### config.mk
export PLATFORM = sky130hd
export DESIGN_NAME = landmark_box_fit_check_unit
export DESIGN_NICKNAME = d
export VERILOG_FILES = /design/src/hw/rtl/lbfc_pkg.sv /design/src/hw/rtl/lbfc_accum.sv /design/src/hw/rtl/lbfc_axis_check.sv /design/src/hw/rtl/landmark_box_fit_check_unit.sv
export SDC_FILE = /design/constraint.sdc
export NUM_CORES = 2
export LEC_CHECK = 0
export ABC_AREA = 1
export BUFFER_PORTS_ARGS = -buffer_cell sky130_fd_sc_hd__buf_2
export CAP_MARGIN = 15
export CORE_MARGIN = 2
export CORE_UTILIZATION = 55
export CTS_CLUSTER_DIAMETER = 60
export CTS_CLUSTER_SIZE = 20
export DETAILED_ROUTE_END_ITERATION = 6
export PLACE_DENSITY_LB_ADDON = 0.1
export SLEW_MARGIN = 10
export SYNTH_ARGS = -nofsm -noshare
export SYNTH_HDL_FRONTEND = slang
export SYNTH_SLANG_ARGS = --single-unit
### constraint.sdc
create_clock -name clk -period 33.4 [get_ports clk]
set_input_delay 3.34 -clock clk [delete_from_list [all_inputs] [get_ports clk]]
set_output_delay 3.34 -clock clk [all_outputs]
set_load 0.005 [all_outputs]
### src/hw/rtl/lbfc_pkg.sv
// shared constants for the landmark box fit check
package lbfc_pkg;

  localparam int MAX_POINTS_DEF = 128;
  localparam int COORD_W        = 16;

  // extent test: EXT_NUM * extent > SIZE_NUM * size (ratio 1.15)
  localparam int EXT_NUM  = 20;
  localparam int SIZE_NUM = 23;
  localparam int EXT_W    = 22;

endpackage

### src/hw/rtl/lbfc_accum.sv
// input register and per-shape running min, max, sum and count
module lbfc_accum
  import lbfc_pkg::*;
#(
  parameter int MAX_POINTS = MAX_POINTS_DEF
) (
  input  logic                                          clk,
  input  logic                                          rst,
  input  logic                                          in_valid,
  output logic                                          in_stall,
  input  logic signed [COORD_W-1:0]                     point_x,
  input  logic signed [COORD_W-1:0]                     point_y,
  input  logic signed [COORD_W-1:0]                     box_center_x,
  input  logic signed [COORD_W-1:0]                     box_center_y,
  input  logic        [COORD_W-1:0]                     box_width,
  input  logic        [COORD_W-1:0]                     box_height,
  input  logic                                          last_point,
  input  logic                                          check_advance,
  output logic                                          snap_valid,
  output logic signed [COORD_W-1:0]                     snap_min_x,
  output logic signed [COORD_W-1:0]                     snap_max_x,
  output logic signed [COORD_W-1:0]                     snap_min_y,
  output logic signed [COORD_W-1:0]                     snap_max_y,
  output logic signed [COORD_W+$clog2(MAX_POINTS):0]    snap_sum_x,
  output logic signed [COORD_W+$clog2(MAX_POINTS):0]    snap_sum_y,
  output logic        [$clog2(MAX_POINTS+1)-1:0]        snap_count,
  output logic signed [COORD_W-1:0]                     snap_center_x,
  output logic signed [COORD_W-1:0]                     snap_center_y,
  output logic        [COORD_W-1:0]                     snap_width,
  output logic        [COORD_W-1:0]                     snap_height
);

  localparam int CNT_W = $clog2(MAX_POINTS + 1);
  localparam int SUM_W = COORD_W + 1 + $clog2(MAX_POINTS);
  localparam logic [CNT_W-1:0] CNT_MAX = CNT_W'(MAX_POINTS);

  // input register
  logic                      v1;
  logic signed [COORD_W-1:0] px, py, cx, cy;
  logic        [COORD_W-1:0] bw, bh;
  logic                      last1;

  // running state
  logic signed [COORD_W-1:0] min_x, max_x, min_y, max_y;
  logic signed [SUM_W-1:0]   sum_x, sum_y;
  logic        [CNT_W-1:0]   point_count;
  logic                      first_of_shape;

  logic signed [COORD_W-1:0] min_x_next, max_x_next, min_y_next, max_y_next;
  logic signed [SUM_W-1:0]   sum_x_next, sum_y_next;
  logic        [CNT_W-1:0]   point_count_next;

  logic snap_free;
  logic s1_move;

  assign snap_free = !snap_valid || check_advance;
  assign s1_move   = v1 && (!last1 || snap_free);
  assign in_stall  = v1 && !s1_move;

  always_comb begin
    min_x_next       = min_x;
    max_x_next       = max_x;
    min_y_next       = min_y;
    max_y_next       = max_y;
    sum_x_next       = sum_x;
    sum_y_next       = sum_y;
    point_count_next = point_count;
    if (first_of_shape) begin
      min_x_next       = px;
      max_x_next       = px;
      min_y_next       = py;
      max_y_next       = py;
      sum_x_next       = SUM_W'(px);
      sum_y_next       = SUM_W'(py);
      point_count_next = CNT_W'(1);
    end else if (point_count < CNT_MAX) begin
      if (px < min_x) min_x_next = px;
      if (px > max_x) max_x_next = px;
      if (py < min_y) min_y_next = py;
      if (py > max_y) max_y_next = py;
      sum_x_next       = sum_x + SUM_W'(px);
      sum_y_next       = sum_y + SUM_W'(py);
      point_count_next = point_count + CNT_W'(1);
    end
  end

  always_ff @(posedge clk) begin
    if (rst) begin
      v1 <= 1'b0;
    end else if (!v1 || s1_move) begin
      v1 <= in_valid;
    end
  end

  always_ff @(posedge clk) begin
    if (in_valid && !in_stall) begin
      px    <= point_x;
      py    <= point_y;
      cx    <= box_center_x;
      cy    <= box_center_y;
      bw    <= box_width;
      bh    <= box_height;
      last1 <= last_point;
    end
  end

  always_ff @(posedge clk) begin
    if (rst) begin
      min_x          <= '0;
      max_x          <= '0;
      min_y          <= '0;
      max_y          <= '0;
      sum_x          <= '0;
      sum_y          <= '0;
      point_count    <= '0;
      first_of_shape <= 1'b1;
    end else if (s1_move) begin
      if (last1) begin
        min_x          <= '0;
        max_x          <= '0;
        min_y          <= '0;
        max_y          <= '0;
        sum_x          <= '0;
        sum_y          <= '0;
        point_count    <= '0;
        first_of_shape <= 1'b1;
      end else begin
        min_x          <= min_x_next;
        max_x          <= max_x_next;
        min_y          <= min_y_next;
        max_y          <= max_y_next;
        sum_x          <= sum_x_next;
        sum_y          <= sum_y_next;
        point_count    <= point_count_next;
        first_of_shape <= 1'b0;
      end
    end
  end

  // shape totals, taken on the last point
  always_ff @(posedge clk) begin
    if (rst) begin
      snap_valid <= 1'b0;
    end else if (snap_free) begin
      snap_valid <= s1_move && last1;
    end
  end

  always_ff @(posedge clk) begin
    if (snap_free && s1_move && last1) begin
      snap_min_x    <= min_x_next;
      snap_max_x    <= max_x_next;
      snap_min_y    <= min_y_next;
      snap_max_y    <= max_y_next;
      snap_sum_x    <= sum_x_next;
      snap_sum_y    <= sum_y_next;
      snap_count    <= point_count_next;
      snap_center_x <= cx;
      snap_center_y <= cy;
      snap_width    <= bw;
      snap_height   <= bh;
    end
  end

endmodule

### src/hw/rtl/lbfc_axis_check.sv
// extent and mean tests for one axis, two register stages
module lbfc_axis_check
  import lbfc_pkg::*;
#(
  parameter int MAX_POINTS = MAX_POINTS_DEF
) (
  input  logic                                       clk,
  input  logic                                       advance,
  input  logic signed [COORD_W-1:0]                  snap_min,
  input  logic signed [COORD_W-1:0]                  snap_max,
  input  logic signed [COORD_W+$clog2(MAX_POINTS):0] snap_sum,
  input  logic        [$clog2(MAX_POINTS+1)-1:0]     snap_count,
  input  logic signed [COORD_W-1:0]                  snap_center,
  input  logic        [COORD_W-1:0]                  snap_size,
  output logic                                       axis_ok
);

  localparam int CNT_W = $clog2(MAX_POINTS + 1);
  localparam int SUM_W = COORD_W + 1 + $clog2(MAX_POINTS);
  localparam int PW    = CNT_W + COORD_W + 1;
  localparam int NW    = CNT_W + COORD_W;
  localparam int DW    = PW + 1;

  logic signed [COORD_W:0] extent;
  logic        [EXT_W-1:0] ext_scaled;
  logic        [EXT_W-1:0] size_scaled;
  logic signed [PW-1:0]    ncenter;
  logic        [NW-1:0]    nsize;

  // stage 3
  logic                    ext_ok3;
  logic signed [SUM_W-1:0] sum3;
  logic signed [PW-1:0]    ncenter3;
  logic        [NW-1:0]    nsize3;

  // stage 4
  logic                    ext_ok4;
  logic signed [DW-1:0]    diff4;
  logic        [NW-1:0]    nsize4;

  logic signed [DW-1:0]    diff;
  logic        [DW-1:0]    mag;

  assign extent      = (COORD_W+1)'(snap_max) - (COORD_W+1)'(snap_min);
  assign ext_scaled  = EXT_W'($unsigned(extent)) * EXT_W'(EXT_NUM);
  assign size_scaled = EXT_W'(snap_size) * EXT_W'(SIZE_NUM);
  assign ncenter     = PW'(signed'({1'b0, snap_count})) * PW'(snap_center);
  assign nsize       = NW'(snap_count) * NW'(snap_size);

  always_ff @(posedge clk) begin
    if (advance) begin
      ext_ok3  <= !(ext_scaled > size_scaled);
      sum3     <= snap_sum;
      ncenter3 <= ncenter;
      nsize3   <= nsize;
    end
  end

  assign diff = DW'(sum3) - DW'(ncenter3);

  always_ff @(posedge clk) begin
    if (advance) begin
      ext_ok4 <= ext_ok3;
      diff4   <= diff;
      nsize4  <= nsize3;
    end
  end

  assign mag     = (diff4 < 0) ? $unsigned(-diff4) : $unsigned(diff4);
  assign axis_ok = ext_ok4 && !({mag, 1'b0} > (DW+1)'(nsize4));

endmodule

### src/hw/rtl/landmark_box_fit_check_unit.sv
// landmark box fit check top level
//
// input channel: one landmark point per word (coordinates, box center and
// size, last_point flag), accepted when in_valid is high and in_stall low.
// output channel: one fits_box word per shape, shown after the point
// marked last_point, accepted when out_valid is high and out_stall low.
// points of a shape arrive in order; the box fields of the last point
// are the ones checked.
// throughput: one point per cycle while in_stall is low. after the last
// point is accepted, its shape passes the input register, shape totals,
// products, difference and result register before fits_box is valid.
// the running min/max/sum update is the only loop that spans points.
// when out_stall holds a result, points that are not last keep flowing
// into the accumulators; a last point waits in the input register until
// the check pipeline can move, and in_stall is high while it waits.
// reset clears all valid flags and the running shape state; the next
// point after reset starts a new shape.
module landmark_box_fit_check_unit
  import lbfc_pkg::*;
#(
  parameter int MAX_POINTS = MAX_POINTS_DEF
) (
  input  logic                      clk,
  input  logic                      rst,
  input  logic                      in_valid,
  output logic                      in_stall,
  input  logic signed [COORD_W-1:0] point_x,
  input  logic signed [COORD_W-1:0] point_y,
  input  logic signed [COORD_W-1:0] box_center_x,
  input  logic signed [COORD_W-1:0] box_center_y,
  input  logic        [COORD_W-1:0] box_width,
  input  logic        [COORD_W-1:0] box_height,
  input  logic                      last_point,
  output logic                      out_valid,
  input  logic                      out_stall,
  output logic                      fits_box
);

  localparam int CNT_W = $clog2(MAX_POINTS + 1);
  localparam int SUM_W = COORD_W + 1 + $clog2(MAX_POINTS);

  logic                      advance;
  logic                      snap_valid;
  logic                      v3, v4;
  logic signed [COORD_W-1:0] snap_min_x, snap_max_x, snap_min_y, snap_max_y;
  logic signed [SUM_W-1:0]   snap_sum_x, snap_sum_y;
  logic        [CNT_W-1:0]   snap_count;
  logic signed [COORD_W-1:0] snap_center_x, snap_center_y;
  logic        [COORD_W-1:0] snap_width, snap_height;
  logic                      ok_x, ok_y;

  assign advance = !out_valid || !out_stall;

  lbfc_accum #(
    .MAX_POINTS(MAX_POINTS)
  ) u_accum (
    .clk           (clk),
    .rst           (rst),
    .in_valid      (in_valid),
    .in_stall      (in_stall),
    .point_x       (point_x),
    .point_y       (point_y),
    .box_center_x  (box_center_x),
    .box_center_y  (box_center_y),
    .box_width     (box_width),
    .box_height    (box_height),
    .last_point    (last_point),
    .check_advance (advance),
    .snap_valid    (snap_valid),
    .snap_min_x    (snap_min_x),
    .snap_max_x    (snap_max_x),
    .snap_min_y    (snap_min_y),
    .snap_max_y    (snap_max_y),
    .snap_sum_x    (snap_sum_x),
    .snap_sum_y    (snap_sum_y),
    .snap_count    (snap_count),
    .snap_center_x (snap_center_x),
    .snap_center_y (snap_center_y),
    .snap_width    (snap_width),
    .snap_height   (snap_height)
  );

  lbfc_axis_check #(
    .MAX_POINTS(MAX_POINTS)
  ) u_check_x (
    .clk         (clk),
    .advance     (advance),
    .snap_min    (snap_min_x),
    .snap_max    (snap_max_x),
    .snap_sum    (snap_sum_x),
    .snap_count  (snap_count),
    .snap_center (snap_center_x),
    .snap_size   (snap_width),
    .axis_ok     (ok_x)
  );

  lbfc_axis_check #(
    .MAX_POINTS(MAX_POINTS)
  ) u_check_y (
    .clk         (clk),
    .advance     (advance),
    .snap_min    (snap_min_y),
    .snap_max    (snap_max_y),
    .snap_sum    (snap_sum_y),
    .snap_count  (snap_count),
    .snap_center (snap_center_y),
    .snap_size   (snap_height),
    .axis_ok     (ok_y)
  );

  always_ff @(posedge clk) begin
    if (rst) begin
      v3        <= 1'b0;
      v4        <= 1'b0;
      out_valid <= 1'b0;
    end else if (advance) begin
      v3        <= snap_valid;
      v4        <= v3;
      out_valid <= v4;
    end
  end

  always_ff @(posedge clk) begin
    if (advance) begin
      fits_box <= ok_x && ok_y;
    end
  end

endmodule
Word level (Yosys, flattened, before mapping). Index checks and enable logic that the tools add are counted.

Flip-flop bits (word level): 658. Input bits: 101. Output and inout port bits: 3.

$add $sub $neg: 9. $mul: 8. Order comparisons: 11. Mux-type cells: 28. Reduce and logical (&&, ||, !) cells: 24.

Operators by type and width (number): $mux 16 (16); $mux 24 (6); $gt 27x24->1 (2); $lt 26x1->1 const B (2); $mux 26 (2); $neg 26->26 (2); $sub 24x25->26 (2); $mul 9x16->25 (2); $add 24x16->24 (2); $mul 8x16->24 (2); $gt 22x21->1 (2); $mul 16x5->21 const B (2); $mul 17x3->20 const B (2); $sub 16x16->17 (2); $gt 16x16->1 (2); $lt 16x16->1 (2); $mux 8 (3); $logic_not 1->1 (11); $logic_and 1x1->1 (9); $add 8x1->8 const B (1); $lt 8x8->1 const B (1); $logic_or 1x1->1 (4); $mux 1 (1).

Logic depth before layout (Yosys ltp).
Word-level depth: 9. Gate-level depth with buffers: 27. Depth with buffers taken out: 27.

Hierarchy. Synthesis repeated with hierarchy kept, for this count alone.

Cell total of the unflattened synthesis: 6902. Area, all modules: 59376.9 µm².

Modules (own cells, without submodules): lbfc_accum (instances 1, cells each 2129, area each 20179.4 µm², sequential area each 10900.5 µm²); lbfc_axis_check at u_check_y (instances 1, cells each 2421, area each 19713.9 µm², sequential area each 3753.6 µm²); lbfc_axis_check at u_check_x (instances 1, cells each 2332, area each 19329.8 µm², sequential area each 3753.6 µm²); landmark_box_fit_check_unit (instances 1, cells each 20, area each 153.9 µm², sequential area each 90.1 µm²).

Least setup slack after synthesis. OpenSTA, ideal clock, no wires.

Path type: input -> register. Start point: input out_stall. End point: register u_accum.bh[0] (enable). Library setup time: 0.555 ns. Data arrival time: 13.771 ns. Required time: 32.845 ns. Setup slack: 19.074 ns. Stages on the path: 7. Buffers on the path: 0. Path through: nand2_1 inv_1 nand2_1 nor2_1 nand2_1 inv_1 nor2_1.

Word-level cells in the longest chain between the ends: 9.

RTL lines: start: declaration (line landmark_box_fit_check_unit.sv:35) `input logic out_stall,`; $logic_not 1->1 (line landmark_box_fit_check_unit.sv:52) `assign advance = !out_valid || !out_stall;`; $logic_or 1x1->1 (line landmark_box_fit_check_unit.sv:52); $logic_or 1x1->1 (line lbfc_accum.sv:56) `assign snap_free = !snap_valid || check_advance;`; $logic_or 1x1->1 (line lbfc_accum.sv:57) `assign s1_move = v1 && (!last1 || snap_free);`; $logic_and 1x1->1 (line lbfc_accum.sv:57); $logic_not 1->1 (line lbfc_accum.sv:58) `assign in_stall = v1 && !s1_move;`; $logic_and 1x1->1 (line lbfc_accum.sv:58); via in_stall (line landmark_box_fit_check_unit.sv:26) `output logic in_stall,`; $logic_not 1->1 (line lbfc_accum.sv:96) `if (in_valid && !in_stall) begin`; $logic_and 1x1->1 (line lbfc_accum.sv:96); end signal: assignment (line lbfc_accum.sv:102) `bh <= box_height;`; end: declaration (line lbfc_accum.sv:40) `logic [COORD_W-1:0] bw, bh;`.

The timed path passes the listed nets, and every way through them passes these cells. A chain may end at the register's enable or synchronous reset.

Final worst setup path.
Start point: input out_stall. End point: output in_stall.

Word-level cells in the longest chain between the ends: 7.

RTL lines: $logic_not 1->1 (line landmark_box_fit_check_unit.sv:52); $logic_or 1x1->1 (line landmark_box_fit_check_unit.sv:52); via advance (line landmark_box_fit_check_unit.sv:42) `logic advance;`; $logic_or 1x1->1 (line lbfc_accum.sv:56); $logic_or 1x1->1 (line lbfc_accum.sv:57); $logic_and 1x1->1 (line lbfc_accum.sv:57); $logic_not 1->1 (line lbfc_accum.sv:58); $logic_and 1x1->1 (line lbfc_accum.sv:58); end: declaration (line landmark_box_fit_check_unit.sv:26).

The timed path passes the listed nets, and every way through them passes these cells.

==> flow_summary.ini <==
[synth]
synth.cell_area_um2 = 57500
syn-instance-count = 6665
yosysUniqueCellTypes = 61
async_reset_ff_share_pct = 0
synth_flop_cell = edfxtp_1
synth_edf_count = 532
syn_area_per_cell_um2 = 8.63
syn-num-nets = 7809
synth_sequential_area_ratio_pct = 32.1
yosysWarnings = 0
synth_seq_cells = 658

[cts]
ctsHoldBuffers = 0
cts_made_buffers = 72
cts.sinks = 658
clk_pin_slew_worst_paths_ns = 0.07
cts.root.buffer_cell = clkbuf_16
cts_setup_buffers = 0
tritoncts = yes
clk_latency_ns = 0.65
clk_path_buf_depth = 3
cts_resized = 0
htree_levels = 3

[die]
start_util_pct = 55.5
chipWidth_um = 327
fp.coreArea_um2 = 104000
num_rows = 118
die_y_um = 327
dieArea_um2 = 107000
io_pins = 104

[sta]
rsz0062_at_grt = false
slew-limit-headroom_pct = 32.6
skew_ns = 0.0369
drv_slew = 0
hold_viol_final = 0
tightest_slew_ns = 1.01
fin_ws_ns = 25.42
finalCritPeriodShare_pct = 23.9
fmax_mhz = 125
fin_crit_ns = 7.98
setup_violations = 0
setup_tns_ns = 0

[grt]
grt_usage_pct = 26.0
grt_pass1_wl_mm = 224
first_global_vias = 43300
grt.overflow.total = 0
grt_antenna_before_repair = 8
grt_max_degree = 157

[finish]
drive_gt1_share_pct = 5.09
regArea_um2 = 18500
layout_commonest_cell = nand2_1
area_growth_pct = 7.30
multi_input_area_um2 = 33000
fin_nets = 7809
design_area_um2 = 61700
final_cell_mix = nand2_1 (1412), inv_1 (1381), ha_1 (611), a21oi_1 (538), edfxtp_1 (532)
fillers = 9297

[power]
peakVddDrop_uv = 52.4
p_comb_share_pct = 38.8
p_switching_mw = 1.25
pwr-share-clk_pct = 26.3
seq_power_share_pct = 34.9
p_leak_nw = 30.8
p_per_area_nw_per_um2 = 52.8
intPower_mw = 2.01
swShare_pct = 38.3

[placed_design]
dpl.hpwl_mm = 103
dpl_cell_area_um2 = 59200
portBuffers = 103
pre_cts_slack_ns = 25.40
place.gp.congestion = 0.909

[setup_path]
crit_type = input pin to output port
crit_required_ns = 30.06
crit_path_end_kind = output port
cp-start-kind = input pin
crit_arrival_ns = 4.64
path_max_fanout = 50

[min_path]
min_path_type = flip-flop to flip-flop

[job]
drv_cap = 0

[route]
vias = 43300
antenna_left = 0
drtPass1Iterations = 7
wl_mm = 137
avgViaCountPerCell = 5.34
drt_iter0_drc = 3231
drc = 0
wl_per_cell_um = 16.8

[status]
outcome = completed
==> sequential cells by signal, summed over array words and instances (netlist names), 24 cells and up <==
| name | flops |
|---|---|
| u_check_x.sum3 | 24 |
| u_check_x.diff4 | 26 |
| u_accum.snap_sum_x | 24 |
| u_accum.sum_y | 24 |
| u_check_y.nsize3 | 24 |
| u_check_x.nsize4 | 24 |
| u_check_y.diff4 | 26 |
| u_accum.sum_x | 24 |
| u_check_y.ncenter3 | 25 |
| u_check_x.nsize3 | 24 |
| u_check_x.ncenter3 | 25 |
| u_accum.snap_sum_y | 24 |
| u_check_y.sum3 | 24 |
| u_check_y.nsize4 | 24 |
==> critical path, cell delays in order <==
cell     delay [ns]
buf_2          0.10
nand2_4        0.35
inv_1          0.26
nand2_1        0.10
nor2_1         0.14
nand2_1        0.09
inv_1          0.12
buf_2          0.13
==> layout make-up <==
type / count / share of cell area (%)
antenna: 1 / 0.00405
clock buffer: 83 / 3.10
clock inverter: 51 / 1.06
inverter: 1387 / 8.45
multi-input combinational: 4418 / 53.5
sequential: 658 / 30.0
tap: 1380 / 2.80
timing repair buffer: 128 / 1.16
==> path summary, 6_finish.rpt <==
check | startpoint | end | slack (ns) | cells after the start
setup reg to reg | u_accum.snap_width[2] | u_check_x.ext_ok3 | 27.79 | 23
setup / recovery | out_stall | in_stall | 25.42 | 8
hold reg to reg | u_accum.bh[5] | u_accum.snap_height[5] | 0.41 | 0
hold / removal | u_accum.bh[5] | u_accum.snap_height[5] | 0.41 | 0
==> cells by family (layout without fill, tap and decap cells) <==
kind of cell | after synthesis | count (layout) | share of synthesized area, %
compound gates | 905 | 905 | 8.81
xor+xnor | 278 | 278 | 4.23
fa+ha+maj | 1043 | 1043 | 28.3
buf+inv | 1589 | 1649 | 10.5
flops | 658 | 658 | 32.1
other cells | 0 | 1 | 0
simple gates | 2192 | 2192 | 16.0
==> layer usage <==
layer  up-vias  wire length (um)  GRT usage [%]
li1      21300                 -              -
met2      1024             62000           42.0
met5         -                39              0
met4         6              3510           7.38
met3       201              8120           3.83
met1     20800             62900           36.7
==> power groups by stage <==
stage / Combinational, mW / Sequential [mW] / Clock, mW
after floorplan: 0.967 / 1.12 / 0
after global placement: 1.22 / 1.15 / 0
after detailed placement: 1.25 / 1.15 / 0
after CTS: 1.26 / 1.14 / 0.881
after global routing: 1.45 / 1.15 / 0.910
final: 1.26 / 1.14 / 0.858
==> cells in the mapped netlist, types with 8 or more instances <==
| cell type | number | area (um2) |
|---|---|---|
| edfxtp_1 | 532 | 16000 |
| nand3_1 | 268 | 1340 |
| o211ai_1 | 12 | 90.1 |
| clkbuf_2 | 30 | 150 |
| nor4_1 | 20 | 125 |
| o31ai_1 | 20 | 150 |
| a21boi_0 | 10 | 75.1 |
| nand3b_1 | 13 | 97.6 |
| and2_1 | 73 | 457 |
| a21o_1 | 20 | 150 |
| nand2_2 | 10 | 62.6 |
| clkbuf_1 | 114 | 428 |
| a21oi_2 | 10 | 87.6 |
| a31oi_1 | 19 | 119 |
| inv_1 | 1385 | 5200 |
| o21ai_1 | 25 | 125 |
| nor3_1 | 55 | 275 |
| nand4_1 | 52 | 325 |
| nand2_1 | 1413 | 5300 |
| a21oi_1 | 538 | 2690 |
| a22oi_1 | 10 | 75.1 |
| buf_1 | 29 | 109 |
| o21ai_2 | 21 | 184 |
| o21a_1 | 10 | 75.1 |
| fa_1 | 432 | 8650 |
| o21ai_0 | 155 | 776 |
| a211oi_1 | 8 | 60.1 |
| o21bai_1 | 17 | 128 |
| xnor2_1 | 105 | 920 |
| xor2_1 | 173 | 1520 |
| or2_2 | 9 | 56.3 |
| nor2_1 | 261 | 980 |
| ha_1 | 611 | 7640 |
| buf_2 | 25 | 125 |
| dfxtp_1 | 126 | 2520 |
==> per-stage QoR <==
stage | hold WS (ns) | instances | total power [mW] | utilization [%]
2_1_floorplan | 0.400 | 6665 | 2.09 | -
3_3_place_gp | 0.400 | 7971 | 2.37 | 57.1
3_5_place_dp | 0.405 | 7971 | 2.40 | 57.1
4_1_cts | 0.410 | 8105 | 3.28 | 59.6
5_1_grt | 0.412 | 8106 | 3.51 | 59.6
6_report | 0.407 | 8106 | 3.26 | 59.6
Power figures use the tool's default switching activity.
